==> src/hdl/cmwc_pkg.sv <==
// ============================================================================
// cmwc_pkg
// Shared types and constants for the lag-table CMWC random generator.
// ============================================================================
package cmwc_pkg;

    localparam int TABLE_DEPTH = 4096;
    localparam int IDX_W       = $clog2(TABLE_DEPTH);
    localparam int WORD_W      = 32;
    localparam int CARRY_W     = 19;
    localparam int MULT_W      = 15;
    localparam int PROD_W      = WORD_W + MULT_W;

    localparam logic [WORD_W-1:0]  GOLDEN_STEP = 32'h9e37_79b9;
    localparam logic [MULT_W-1:0]  CMWC_MULT   = 15'd18782;
    localparam logic [WORD_W-1:0]  CMWC_BASE   = 32'hffff_fffe;
    localparam logic [CARRY_W-1:0] CARRY_RESET = 19'd362436;

    // command codes carried in tuser
    localparam logic CMD_SEED = 1'b0;
    localparam logic CMD_DRAW = 1'b1;

    typedef logic [WORD_W-1:0]  word_t;
    typedef logic [IDX_W-1:0]   idx_t;
    typedef logic [CARRY_W-1:0] carry_t;

    typedef enum logic [1:0] {
        ST_IDLE,
        ST_SEED,
        ST_MUL,
        ST_FIN
    } state_t;

    // table write request from the seed sweep
    typedef struct packed {
        logic  en;
        logic  last;
        idx_t  addr;
        word_t data;
    } seed_wr_t;

endpackage

==> src/hdl/cmwc_draw_unit.sv <==
// ============================================================================
// cmwc_draw_unit
// Multiply-with-carry datapath: registered product, then carry fix-up.
// ============================================================================
module cmwc_draw_unit (
    input  logic             aclk,
    input  logic             load,
    input  cmwc_pkg::word_t  lag_word,
    input  cmwc_pkg::carry_t carry_in,
    output cmwc_pkg::word_t  new_word,
    output cmwc_pkg::carry_t new_carry
);
    import cmwc_pkg::*;

    logic [PROD_W-1:0] t_reg;
    logic [MULT_W-1:0] c0;
    logic [WORD_W:0]   sum;
    logic              wrap;
    word_t             x_fix;

    // t = mult * word + carry
    always_ff @(posedge aclk) begin
        if (load) begin
            t_reg <= PROD_W'(lag_word) * PROD_W'(CMWC_MULT) + PROD_W'(carry_in);
        end
    end

    assign c0   = t_reg[PROD_W-1:WORD_W];
    assign sum  = {1'b0, t_reg[WORD_W-1:0]} + (WORD_W+1)'(c0);
    assign wrap = sum[WORD_W];   // x < carry exactly when the add wrapped

    assign x_fix     = sum[WORD_W-1:0] + WORD_W'(wrap);
    assign new_carry = CARRY_W'(c0) + CARRY_W'(wrap);
    assign new_word  = CMWC_BASE - x_fix;

endmodule

==> config.mk <==
export PLATFORM = sky130hd
export DESIGN_NAME = cmwc_draw_unit
export DESIGN_NICKNAME = d
export VERILOG_FILES = /design/src/hdl/cmwc_pkg.sv /design/src/hdl/cmwc_draw_unit.sv
export SDC_FILE = /design/constraint.sdc
export NUM_CORES = 1
export LEC_CHECK = 0
export ABC_CLOCK_PERIOD_IN_PS = 8450
export BUFFER_PORTS_ARGS = -buffer_cell sky130_fd_sc_hd__buf_4
export CORE_MARGIN = 2
export CORE_UTILIZATION = 25
export CTS_BUF_LIST = sky130_fd_sc_hd__clkbuf_2
export DETAILED_ROUTE_END_ITERATION = 10
export PLACE_DENSITY = 0.41
export SLEW_MARGIN = 5
export SYNTH_ARGS = -nofsm -noshare
export SYNTH_HDL_FRONTEND = slang
export SYNTH_SLANG_ARGS = --single-unit
==> constraint.sdc <==
create_clock -name aclk -period 8.45 [get_ports aclk]
set_input_delay 1.2675 -clock aclk [delete_from_list [all_inputs] [get_ports aclk]]
set_output_delay 1.2675 -clock aclk [all_outputs]
set_load 0.02 [all_outputs]
Yosys cells after proc, flatten, opt, wreduce, memory -nomap -nowiden --
Cells that the tools add are included.
Operators by class: multipliers 1, add/sub/neg operators 5
Operators with widths (number):
- $add 47x19->47 | 1
- $mul 32x14->46 const B | 1
- $add 32x15->33 | 1
- $add 32x1->32 | 1
- $sub 32x32->32 const A | 1
- $add 15x1->16 | 1
Storage, ports and cells: output and inout bits 51, flip-flop bits (word level) 47

Logic depth before layout (Yosys ltp) --
word-level depth 3, gate-level depth with buffers 31

Least setup slack after synthesis --
Ideal clock, no wire load.
path kind input to register, from input port lag_word[6], to register t_reg[41], data pin, required time 8.184 ns, cell stages on the path 28, setup slack 0.925 ns, arrival 7.259 ns, library setup time 0.266 ns, path through ha_1 > inv_1 > fa_1 > inv_1 > fa_1 > ha_1 > fa_1 > inv_1 > fa_1 > inv_1 > ha_1 > buf_2 > a21oi_1 > nand2_1 > a221oi_2 > nor2_1 > nor2_1 > xnor2_1 > ha_1 > nand2_1 > nor2_1 > nand3_1 > o21ai_0 > nand4_1 > or2_2 > nor4_2 > nand2_1 > xor2_1
Between the ends: word-level cells in the longest chain between the ends 2
Ends and longest elaborated chain:
- start: declaration | line cmwc_draw_unit.sv:8 | input cmwc_pkg::word_t lag_word,
- $mul 32x14->46 | line cmwc_draw_unit.sv:24 | t_reg <= PROD_W'(lag_word) * PROD_W'(CMWC_MULT) + PROD_W'(carry_in);
- $add 47x19->47 | line cmwc_draw_unit.sv:24
- end signal: assignment | line cmwc_draw_unit.sv:24
- end: declaration | line cmwc_draw_unit.sv:15 | logic [PROD_W-1:0] t_reg;
Every way passes these cells. A chain may end at the register's enable or synchronous reset.

Worst setup path after layout --
from input port lag_word[8], to register t_reg[41], data pin
The elaborated chain is that of the path after synthesis.

==> out/results.txt <==
Status - finished, final reports clean
Dpl hpwl - 32,800 µm
Seq/Total Area, Yosys - 0.101
CTS Buffer Depth - 2
Starting Density - 0.254
Fmax - 130 MHz
Largest net degree at the start of global routing - 48
Hold path cells - 1
DRT iter0 DRCs - 494
Hold Crit Endpoint - t_reg[0]
Num Clock Sinks - 47
Final instance area - 15,700 µm²
Yosys top cell area share - 0.243
PortBufs - 100
Layout cell share with drive strength beyond 1 - 0.0942
First-pass GRT wire length - 59,700 µm
Die height - 241 µm
Top-count cell post-synth - inv_1
Nets@finish - 2,108
HP Class - primary input to register
H-tree Lvls - 2
Asr flop ratio synth - 0
GR Overflow Total - 0
Synth warn - 0
Slowest stage cell on the critical path - fa_1
IO Pins - 104
CP delay by family, top - adder cells
Synthesized area per cell - 9.09 µm²
Core ar. - 55,300 µm²
Register area - 1410 µm²
Total number of vias - 10,500
Critical path peak fanout - 8
Netlist cell types - 83
Num rows - 86
Worst path most repeated cell - inv_1
Worst setup EP type - register
Main flop type after synthesis - edfxtp_1
Total Routing Usage GR - 0.129
Crit path kind - primary input to register
Crit-path max cell delay - 0.52 ns
Post-Route WL - 36,500 µm
Final hold viol count - 0
Multi-input logic area - 11,400 µm²
Clk slew on worst S/H paths - 0.27 ns
Fin crit share - 0.910
1st-pass router iterations - 4
Leading area contributor after synthesis - fa_1
Max_cap viols - 0
CTS resizes - 0
Root Driver - clkbuf_2
Slew margin rel. - 0.545
Initial antenna violation count - 1
CTS tree - done
Most frequent cells after synthesis - inv_1, ha_1, fa_1, nand2_1, xnor2_1
Final setup viols - 0
Slew Viols, Final - 0
Die area - 58,000 µm²
Fin Setup TNS - 0 ns
Post-Syn Instances - 1,543
Number of flops mapped to enable cells by yosys - 47
Largest register FFs - 47
Synth-to-layout area growth - 12.0%
Critical Path Start Type - primary input
Number of global-route vias before repair - 11,100
Final GP Congestion - 0.803
Postcts setup bufs - 0
Non-filler cells, final - 2,384
Worst path buffer plus inverter count - 7
Drt wl/cell - 15.3 µm
Placed instance count - 2,375
Yosys reg bits - 47
Area contributors post-synth - fa_1, ha_1, edfxtp_1
Critical Path RT - 8.70 ns
Hold Crit Start - carry_in[0]
Unrepaired setup endpoints after global routing - no
Placed Instance Area - 15,600 µm²
Post-route DRC - 0
Crit path arrival time - 7.93 ns
Vias per std cell - 4.42
Hold Buf Count CTS - 0
Synth Cell Area - 14,000 µm²
Worst-Margin Slew - 0.675 ns
CTS buffer count - 5
Final min period - 7.69 ns
Post-route ant nets - 0
Die W - 241 µm
Layout filler cell count - 5,990
routing by layer:
layer / part of all wire / track usage / vias up
met5: 0 / 0 / -
met3: 0.020 / 0.00503 / 19
li1: - / - / 5376
met2: 0.46 / 0.219 / 111
met1: 0.51 / 0.186 / 5026
met4: 0.0086 / 0.0170 / 0
cells by family after synthesis:
family	Yosys count	synth area share
other cells	1	0.000267
mux	2	0.00152
buf+inv	318	0.0883
xor+xnor	147	0.0918
flops	47	0.101
simple gates	351	0.131
compound gates	256	0.120
fa+ha+maj	421	0.466
area by class of cell:
type / instances / area share
clock buffers: 5 / 0.00159
flip-flops and latches: 47 / 0.0898
well taps: 748 / 0.0596
inverters: 294 / 0.0702
multi-input cells: 1180 / 0.725
clock inverters: 3 / 0.00295
repair buffers: 106 / 0.0507
diodes: 1 / 0.000159
placed cells by master (no fill, tap or decap), types with 14 or more instances in the layout:
cell type,instances
inv_1,294
ha_1,251
fa_1,170
buf_4,106
nand2_1,90
xnor2_1,86
nor2_1,79
a21oi_1,78
xor2_1,61
o21ai_0,47
edfxtp_1,47
nand3_1,36
a21o_1,26
nor3_1,21
nand4_1,20
and3_1,19
a31oi_1,14
worst max-delay path by stage:
stage	startpoint	end	depth (start not counted)
floorplan	lag_word[6]	t_reg[41]	28
global placement	lag_word[9]	t_reg[43]	31
detailed placement	lag_word[8]	t_reg[41]	31
CTS	lag_word[8]	t_reg[41]	31
global route	lag_word[9]	t_reg[41]	29
finish	lag_word[8]	t_reg[41]	31
metrics by stage:
stage	utilization	setup slack (ns)	hold WS [ns]
after floorplan	-	0.925	1.37
after global placement	0.283	0.308	1.45
after detailed placement	0.283	0.210	1.45
after CTS	0.284	0.751	0.961
after global routing	0.284	0.299	0.962
final	0.284	0.763	1.01
Power is left out: the tool's default activity adds up to more than one toggle a clock period on the data nets, which glitch-free logic cannot reach.
