`src/hdl/cmwc_pkg.sv`:
```
// ============================================================================
// cmwc_pkg
// Shared types and constants for the lag-table CMWC random generator.
// ============================================================================
package cmwc_pkg;

    localparam int TABLE_DEPTH = 4096;
    localparam int IDX_W       = $clog2(TABLE_DEPTH);
    localparam int WORD_W      = 32;
    localparam int CARRY_W     = 19;
    localparam int MULT_W      = 15;
    localparam int PROD_W      = WORD_W + MULT_W;

    localparam logic [WORD_W-1:0]  GOLDEN_STEP = 32'h9e37_79b9;
    localparam logic [MULT_W-1:0]  CMWC_MULT   = 15'd18782;
    localparam logic [WORD_W-1:0]  CMWC_BASE   = 32'hffff_fffe;
    localparam logic [CARRY_W-1:0] CARRY_RESET = 19'd362436;

    // command codes carried in tuser
    localparam logic CMD_SEED = 1'b0;
    localparam logic CMD_DRAW = 1'b1;

    typedef logic [WORD_W-1:0]  word_t;
    typedef logic [IDX_W-1:0]   idx_t;
    typedef logic [CARRY_W-1:0] carry_t;

    typedef enum logic [1:0] {
        ST_IDLE,
        ST_SEED,
        ST_MUL,
        ST_FIN
    } state_t;

    // table write request from the seed sweep
    typedef struct packed {
        logic  en;
        logic  last;
        idx_t  addr;
        word_t data;
    } seed_wr_t;

endpackage

```
`src/hdl/cmwc_seed_unit.sv`:
```
// ============================================================================
// cmwc_seed_unit
// Sweeps the whole lag table once per seed, one word per cycle.
// ============================================================================
module cmwc_seed_unit (
    input  logic                aclk,
    input  logic                aresetn,
    input  logic                start,
    input  cmwc_pkg::word_t     seed,
    output cmwc_pkg::seed_wr_t  seed_wr
);
    import cmwc_pkg::*;

    logic  busy_reg, busy_next;
    idx_t  cnt_reg, cnt_next;
    word_t seed_reg, seed_next;
    // last three words written: h1 = k-1, h2 = k-2, h3 = k-3
    word_t h1_reg, h2_reg, h3_reg;
    word_t word_cur;
    logic  last_cur;

    always_comb begin
        if (cnt_reg == '0) begin
            word_cur = seed_reg;
        end else if (cnt_reg < IDX_W'(3)) begin
            word_cur = h1_reg + GOLDEN_STEP;
        end else begin
            word_cur = h3_reg ^ h2_reg ^ GOLDEN_STEP ^ WORD_W'(cnt_reg);
        end
    end

    assign last_cur = (cnt_reg == IDX_W'(TABLE_DEPTH - 1));

    always_comb begin
        busy_next = busy_reg;
        cnt_next  = cnt_reg;
        seed_next = seed_reg;
        if (start) begin
            busy_next = 1'b1;
            cnt_next  = '0;
            seed_next = seed;
        end else if (busy_reg) begin
            cnt_next = cnt_reg + 1'b1;
            if (last_cur) begin
                busy_next = 1'b0;
            end
        end
    end

    always_ff @(posedge aclk) begin
        if (!aresetn) begin
            busy_reg <= 1'b0;
            cnt_reg  <= '0;
        end else begin
            busy_reg <= busy_next;
            cnt_reg  <= cnt_next;
        end
    end

    always_ff @(posedge aclk) begin
        seed_reg <= seed_next;
        if (busy_reg) begin
            h1_reg <= word_cur;
            h2_reg <= h1_reg;
            h3_reg <= h2_reg;
        end
    end

    assign seed_wr.en   = busy_reg;
    assign seed_wr.last = last_cur;
    assign seed_wr.addr = cnt_reg;
    assign seed_wr.data = word_cur;

endmodule

```
`config.mk`:
```
export PLATFORM = sky130hd
export DESIGN_NAME = cmwc_seed_unit
export DESIGN_NICKNAME = d
export VERILOG_FILES = /design/src/hdl/cmwc_pkg.sv /design/src/hdl/cmwc_seed_unit.sv
export SDC_FILE = /design/constraint.sdc
export NUM_CORES = 1
export LEC_CHECK = 0
export ABC_AREA = 1
export ABC_CLOCK_PERIOD_IN_PS = 3900
export BUFFER_PORTS_ARGS = -buffer_cell sky130_fd_sc_hd__buf_4
export CAP_MARGIN = 20
export CORE_ASPECT_RATIO = 1.2
export CORE_MARGIN = 2
export CORE_UTILIZATION = 35
export CTS_BUF_LIST = sky130_fd_sc_hd__clkbuf_16
export DETAILED_ROUTE_END_ITERATION = 10
export HOLD_SLACK_MARGIN = 0.1
export PLACE_DENSITY_LB_ADDON = 0.12
export SLEW_MARGIN = 20
export SYNTH_ARGS = -nofsm -noshare
export SYNTH_HDL_FRONTEND = slang
export SYNTH_SLANG_ARGS = --single-unit
```
`constraint.sdc`:
```
create_clock -name aclk -period 3.9 [get_ports aclk]
set_input_delay 0.39 -clock aclk [delete_from_list [all_inputs] [get_ports aclk]]
set_output_delay 0.39 -clock aclk [all_outputs]
set_load 0.05 [all_outputs]
```
After elaboration in Yosys (flattened, before gate mapping)
Index checks and enable logic that the tools add are counted.
{"block": "classes", "add_sub_neg": 2, "magnitude_cmp": 1, "bitwise": 4, "n_eq_ne": 1, "n_reduce_logical": 2, "n_mux": 5}
{"operator": "$mux 32", "n": 2}
{"operator": "$add 32x32->32 const B", "n": 1}
{"operator": "$xor 32x12->32", "n": 1}
{"operator": "$xor 32x32->32", "n": 1}
{"operator": "$not 20->20", "n": 1}
{"operator": "$add 12x1->12 const B", "n": 1}
{"operator": "$eq 12x12->1 const B", "n": 1}
{"operator": "$logic_not 12->1", "n": 1}
{"operator": "$lt 12x2->1 const B", "n": 1}
{"operator": "$mux 1", "n": 3}
{"operator": "$reduce_or 2->1", "n": 1}
{"operator": "$not 1->1", "n": 1}
{"block": "totals", "in_bits": 35, "out_inout_bits": 46, "reg_bits": 141, "word_cells": 21}

Logic depth before layout (Yosys ltp)
Gate-level depths: netlist (run 1).
{"block": "depth", "ltp_word": 5, "ltp_mapped": 11, "mapped_depth_nobuf": 11}

Least setup slack after synthesis (run 1)
OpenSTA, ideal clock, no wires.
{"block": "synth_path", "path_type": "flip-flop to flip-flop", "start": "register busy_reg", "end": "register cnt_reg[11]", "setup_slack_ns": 0.225, "stages_incl_launch_ff": 11, "synth_period_minus_slack_ns": 3.675, "t_arrival_ns": 3.559, "setup_time_ns": 0.116, "required_ns": 3.784, "path_buffers": 0, "path_cell_list": "dfxtp_1 > nand2_2 > nor2_4 > nand2_2 > nor2_4 > nand2_4 > nor2_4 > nand2_2 > nor2_2 > xnor2_1 > nor2_1"}
{"element": "from (decl)", "line": "cmwc_seed_unit.sv:14", "source": "logic busy_reg, busy_next;"}
{"element": "from (signal assigned)", "line": "cmwc_seed_unit.sv:55", "source": "busy_reg <= busy_next;"}
{"element": "to (signal assigned)", "line": "cmwc_seed_unit.sv:56", "source": "cnt_reg <= cnt_next;"}
{"element": "to (decl)", "line": "cmwc_seed_unit.sv:15", "source": "idx_t cnt_reg, cnt_next;"}

==> results of run 1 <==
[final timing paths]
kind / endpoint / slack [ps]
hold reg to reg: h3_reg[30]$_DFFE_PP_ / 470
setup / recovery: seed_wr[4] / 1020
setup reg to reg: h1_reg[20]$_DFFE_PP_ / 1830
hold / removal: seed_reg[19]$_DFFE_PP_ / 140
[layout make-up]
class                      count  area (um^2)
timing repair buffer          87        653.1
sequential                   141         4108
fill                        1907        10700
clock buffer                  17        425.4
tap                          256        320.3
multi-input combinational    477         2377
inverter                      70        262.8
clock inverter                15        147.6
[per-layer routing]
layer,vias up,part of all wire
met5,-,0
met4,0,0.015
met3,20,0.032
met2,86,0.52
met1,2434,0.43
li1,2534,-
[through the flow]
step | instances | area [um^2] | utilization | power (W) | worst slack (ps)
floorplan | 702 | 6827 | - | 0.002283 | 225.4
global placement | 1031 | 7721 | 0.4065 | 0.002501 | 1427
detailed placement | 1031 | 7721 | 0.4065 | 0.002505 | 1417
CTS | 1063 | 8294 | 0.4367 | 0.004097 | 933.3
global route | 1063 | 8294 | 0.4367 | 0.004224 | 766.2
finish | 1063 | 8294 | 0.4367 | 0.004044 | 1024
[kinds of logic after synthesis]
family                   after synthesis  synth area share
AO/OA/AOI/OAI                         97           0.07331
adder cells (fa/ha/maj)                3          0.005499
AND/OR/NAND/NOR                      326            0.2040
XOR/XNOR                              51           0.06543
flip-flops                           141            0.6012
buffers and inverters                 84           0.05059
[critical path: cells and delay by family, from the launching register on]
kind	cells	cell delay, ps
buffers and inverters	4	870
flip-flops	1	450
AO/OA/AOI/OAI	2	300
AND/OR/NAND/NOR	2	210
adder cells (fa/ha/maj)	1	230
[power by group through the flow]
stage | Clock, W | Combinational [W] | Sequential [W]
2_1_floorplan | 0 | 0.000402 | 0.00188
3_3_place_gp | 0 | 0.000616 | 0.00188
3_5_place_dp | 0 | 0.000617 | 0.00189
4_1_cts | 0.00162 | 0.000620 | 0.00186
5_1_grt | 0.00169 | 0.000667 | 0.00187
6_report | 0.00158 | 0.000610 | 0.00185
[cells in the mapped netlist (4+ instances only)]
cell,number
dfxtp_1,13
inv_2,5
nor2_2,6
buf_2,6
nand2_1,169
nand2_2,5
buf_4,6
o21ai_1,16
nand3_1,48
nor2_1,77
o21ai_0,11
nand4_1,5
edfxtp_1,128
xor2_1,26
inv_1,64
nor3_1,4
a21oi_1,63
xnor2_1,25
==> results.sh, run 1 <==
export IMPL_worstPathRequired_ps=3510
export IMPL_grt_busiest_layer="met2"
export IMPL_drv_cap=0
export IMPL_gp_congestion=0.8908
export IMPL_final_hold_violation_count=0
export IMPL_synth_seq_area_share=0.6012
export IMPL_track_usage=0.1791
export IMPL_final_cell_mix="169 x nand2_1, 128 x edfxtp_1, 87 x buf_4"
export IMPL_path_max_fanout=23
export IMPL_cts_root_buf="clkbuf_16"
export IMPL_r2r_start="h1_reg[0]$_DFFE_PP_"
export IMPL_drc_errors=0
export IMPL_p_sw_w=0.001139
export IMPL_core_um2=18990
export IMPL_ioPinCount=81
export IMPL_hold_buffers=0
export IMPL_h_tree_depth=4
export IMPL_use_met3=0.03704
export IMPL_clock_sinks=141
export IMPL_gr_total_overflow=0
export IMPL_first_pass_iters=4
export IMPL_p_sw_frac=0.2817
export IMPL_diodes=0
export IMPL_worstSkewPairLatency_ps=420
export IMPL_min_period_over_period=0.7375
export IMPL_viasPerCell=4.773
export IMPL_path_cells="inv_1 -> ha_1 -> nand3_1 -> buf_4 -> inv_2 -> a31oi_1 -> o21ai_1 -> nand2_1 -> buf_4"
export IMPL_ys_ff_latch=141
export IMPL_final_setup_viol_count=0
export IMPL_layout_drive_gt1_share=0.1747
export IMPL_postSynthNetCount=740
export IMPL_synth_top_cell_by_area="edfxtp_1"
export IMPL_antenna_left=0
export IMPL_worst_slew_pin_slew_ps=1066
export IMPL_finalClockSkew_ps=7.187
export IMPL_relSlewSlack=0.2891
export IMPL_hold_class="in2reg"
export IMPL_syn_area_um2=6827
export IMPL_leakage_nw=3.377
export IMPL_pwr_density_cell_nw_per_um2=487.5
export IMPL_max_stage_delay_ps=450
export IMPL_layout_commonest_cell="nand2_1"
export IMPL_grt_max_degree=85
export IMPL_initial_core_util=0.3594
export IMPL_synth_avg_cell_area_um2=9.724
export IMPL_p_int_w=0.002905
export IMPL_clkPwrFrac=0.391
export IMPL_hpwl_mm=12.71
export IMPL_slowest_stage="dfxtp_1"
export IMPL_synth_top_area_frac=0.5630
export IMPL_synth_edf_count=128
export IMPL_seq_power_share=0.459
export IMPL_drt_iter0_drc=375
export IMPL_rsz0062_at_grt="false"
export IMPL_combPwrFrac=0.151
export IMPL_use_met1=0.2136
export IMPL_cts_tree="yes"
export IMPL_arrival_ps=2490
export IMPL_die_x_um=131.5
export IMPL_critPathKind="reg2out"
export IMPL_end_kind="output port"
export IMPL_min_period_ps=2876
export IMPL_clk_pin_slew_ps=60
export IMPL_grt_pass1_wl_mm=28.23
export IMPL_crit_path_frequent_cell="buf_4"
export IMPL_fin_nets=832
export IMPL_fmax_ghz=0.3477
export IMPL_irDropWorstVdd_mv=0.3010
export IMPL_critPathLaunch="cnt_reg[0]$_SDFFE_PP0P_"
export IMPL_grt_pass1_vias=5325
export IMPL_drv_slew=0
export IMPL_ys_warn_count=0
export IMPL_num_vias=5074
export IMPL_whs_ps=140.6
export IMPL_reg2regPathDepth=11
export IMPL_wl_mm=17.66
export IMPL_yosys_top_cells_area="edfxtp_1 56%, nand2_1 9.3%, a21oi_1 4.6%"
export IMPL_clock_path_buffers=2
export IMPL_post_cts_buffers=0
export IMPL_area_growth_pct=21.50
export IMPL_die_area_um2=20640
export IMPL_min_path_cells=1
export IMPL_cts_resized=0
export IMPL_status="finished, final reports clean"
export IMPL_rows=55
export IMPL_ys_types=34
export IMPL_startpoint_type="register"
export IMPL_antenna_found_initial=0
export IMPL_async_flop_share=0
export IMPL_netlist_instances=702
export IMPL_die_h_um=157.0
export IMPL_io_buffers=80
export IMPL_wire_per_inst_um=16.61
export IMPL_tns_ps=0
export IMPL_grt_util_met2=0.3204
export IMPL_numCtsBuffers=17
export IMPL_hold_start="seed[19]"
export IMPL_synth_flop_cell="edfxtp_1"
(Power assumes the default switching activity.)
==> run 2: changes to the inputs <==
Settings changed: ABC_AREA 1 to 0, ABC_CLOCK_PERIOD_IN_PS 3900 to 2650.
Clock period 3.9 ns to 2.65 ns, I/O delays scaled along.
==> results.sh, run 2 <==
export IMPL_ys_types=55
export IMPL_use_met3=0.04684
export IMPL_end_kind="output port"
export IMPL_numCtsBuffers=17
export IMPL_r2r_start="cnt_reg[2]$_SDFFE_PP0P_"
export IMPL_ioPinCount=81
export IMPL_fin_ws_ps=-206.2
export IMPL_ys_warn_count=0
export IMPL_arrival_ps=2590
export IMPL_grt_pass1_vias=4758
export IMPL_diodes=0
export IMPL_use_met1=0.2187
export IMPL_synth_avg_cell_area_um2=13.23
export IMPL_clk_pin_slew_ps=60
export IMPL_relSlewSlack=0.6811
export IMPL_die_x_um=125.7
export IMPL_synth_top_cell_by_area="edfxtp_1"
export IMPL_viasPerCell=5.049
export IMPL_cts_tree="yes"
export IMPL_yosys_top_cells_area="edfxtp_1 62%, xnor2_1 5.9%, xor2_1 5.1%"
export IMPL_fin_nets=720
export IMPL_hold_class="in2reg"
export IMPL_status="complete, but fails checks"
export IMPL_drt_iter0_drc=268
export IMPL_pwr_density_cell_nw_per_um2=648.7
export IMPL_worstPathRequired_ps=2380
export IMPL_grt_busiest_layer="met2"
export IMPL_drv_slew=0
export IMPL_path_max_fanout=5
export IMPL_worst_slew_pin_slew_ps=478.3
export IMPL_drc_errors=0
export IMPL_hold_start="start"
export IMPL_synth_edf_count=128
export IMPL_yosysMostFrequentCell="edfxtp_1"
export IMPL_rrSetupSlack_ps=160
export IMPL_netlist_instances=470
export IMPL_area_growth_pct=54.67
export IMPL_startpoint_type="register"
export IMPL_track_usage=0.1824
export IMPL_layout_cell_area_non_filler_um2=9614
export IMPL_synth_seq_area_share=0.6602
export IMPL_synth_common_cells="128 x edfxtp_1, 42 x xnor2_1, 41 x nor2_1"
export IMPL_grt_pass1_wl_mm=26.23
export IMPL_syn_area_um2=6216
export IMPL_grt_util_met2=0.3222
export IMPL_gr_total_overflow=0
export IMPL_rsz0062_at_grt="true"
export IMPL_p_total_w=0.006237
export IMPL_layout_commonest_cell="edfxtp_1"
export IMPL_final_setup_viol_count=32
export IMPL_min_period_over_period=1.078
export IMPL_synth_flop_cell="edfxtp_1"
export IMPL_synth_top_area_frac=0.6184
export IMPL_num_vias=4620
export IMPL_hpwl_mm=10.70
export IMPL_clock_path_buffers=2
export IMPL_die_area_um2=18850
export IMPL_gp_congestion=0.8471
export IMPL_n_fill_cell=1458
export IMPL_wl_mm=17.08
export IMPL_whs_endpoint="seed_reg[11]$_DFFE_PP_"
export IMPL_clock_sinks=141
export IMPL_layout_drive_gt1_share=0.4432
export IMPL_irDropWorstVdd_mv=0.4138
export IMPL_failed_checks="negative setup slack"
export IMPL_leakage_nw=3.569
export IMPL_antenna_left=0
export IMPL_rows=53
export IMPL_reg2regPathDepth=10
export IMPL_h_tree_depth=4
export IMPL_io_buffers=80
export IMPL_critPathKind="reg2out"
export IMPL_core_um2=17440
export IMPL_postSynthNetCount=508
export IMPL_finalClockSkew_ps=7.171
export IMPL_final_hold_violation_count=0
export IMPL_drv_cap=0
export IMPL_ys_ff_latch=141
export IMPL_wire_per_inst_um=18.67
export IMPL_dpl_cell_area_um2=7488
export IMPL_final_cell_mix="128 x edfxtp_1, 118 x buf_4, 41 x xnor2_1"
export IMPL_fmax_ghz=0.3501
export IMPL_cts_root_buf="clkbuf_16"
export IMPL_first_pass_iters=4
export IMPL_min_path_cells=1
export IMPL_r2r_end="h1_reg[8]$_DFFE_PP_"
export IMPL_grt_max_degree=79
export IMPL_die_h_um=150.0
export IMPL_worstSkewPairLatency_ps=420
export IMPL_antenna_found_initial=0
export IMPL_initial_core_util=0.3564
export IMPL_min_period_ps=2856
export IMPL_final_util=0.5513
export IMPL_async_flop_share=0
run 2: cell count changes after synthesis, sizes merged, moves of 10 or more:
cell	previous run	this run
xnor2	25	42
a22oi	0	10
nand2	175	30
xor2	26	36
nor2	86	43
nand3	48	9
a21oi	63	28
inv	69	4
run 2: logic make-up after synthesis:
kind of cell,after synthesis,synth area share
flops,141,0.6602
simple gates,126,0.1053
compound gates,99,0.09964
xor+xnor,78,0.1099
buf+inv,21,0.01570
fa+ha+maj,3,0.006039
mux,2,0.003221
run 2: repair_timing:
action	CTS	global route
gates resized for setup	118	50
hold endpoints to repair	33	0
setup buffers	23	26
hold buffers	33	0
gates cloned	6	2
pin swaps	38	34
setup endpoints to repair	32	32
run 2: cell type report:
class,count,area [um^2],area share
Clock buffer,17,425.4,0.04425
Clock inverter,15,153.9,0.01601
Inverter,4,15.01,0.001562
Multi-Input combinational cell,309,2592,0.2697
Sequential cell,141,4110,0.4275
Tap cell,220,275.3,0.02863
Timing Repair Buffer,209,2042,0.2124
run 2: worst max path at each step:
| stage | from | slack [ps] | cells past startpoint | to |
|---|---|---|---|---|
| floorplan | cnt_reg[2]$_SDFFE_PP0P_ | -300 | 6 | h1_reg[1]$_DFFE_PP_ |
| global placement | h1_reg[0]$_DFFE_PP_ | 130 | 9 | seed_wr[10] |
| detailed placement | h1_reg[0]$_DFFE_PP_ | 70 | 9 | seed_wr[10] |
| CTS | h1_reg[13]$_DFFE_PP_ | -220 | 7 | seed_wr[26] |
| global route | h1_reg[13]$_DFFE_PP_ | -300 | 7 | seed_wr[26] |
| finish | h1_reg[13]$_DFFE_PP_ | -210 | 7 | seed_wr[26] |
run 2: power breakdown:
part           switching, W  leakage, nW  total (W)  internal, W
registers          0.000111         1.33    0.00272      0.00261
logic              0.000641         1.96    0.00114     0.000501
clock network      0.000919        0.272    0.00237      0.00146
total               0.00167         3.57    0.00624      0.00457
run 2: per-layer routing:
| metal | wire length (um) | part of all wire | up-vias |
|---|---|---|---|
| li1 | - | - | 2193 |
| met1 | 7145 | 0.42 | 2290 |
| met2 | 8993 | 0.53 | 114 |
| met3 | 646 | 0.038 | 23 |
| met4 | 296 | 0.017 | 0 |
| met5 | 0 | 0 | - |
run 2: through the flow:
stage	hold slack [ps]	setup TNS, ps	setup slack [ps]	cells
floorplan	363.9	-2209	-300.7	470
global placement	443.2	0	127.2	797
detailed placement	444.3	0	67.67	797
CTS	213.3	-3375	-218.3	891
global route	212.5	-6089	-302.9	915
finish	225.5	-3106	-206.2	915
run 2: critical path, stage by stage, from the launching register on:
cell	delay, ps
edfxtp_1	460
or4_4	540
or3_4	340
o21ba_4	230
a21oi_2	140
xnor2_1	90
o21ai_2	190
buf_6	180
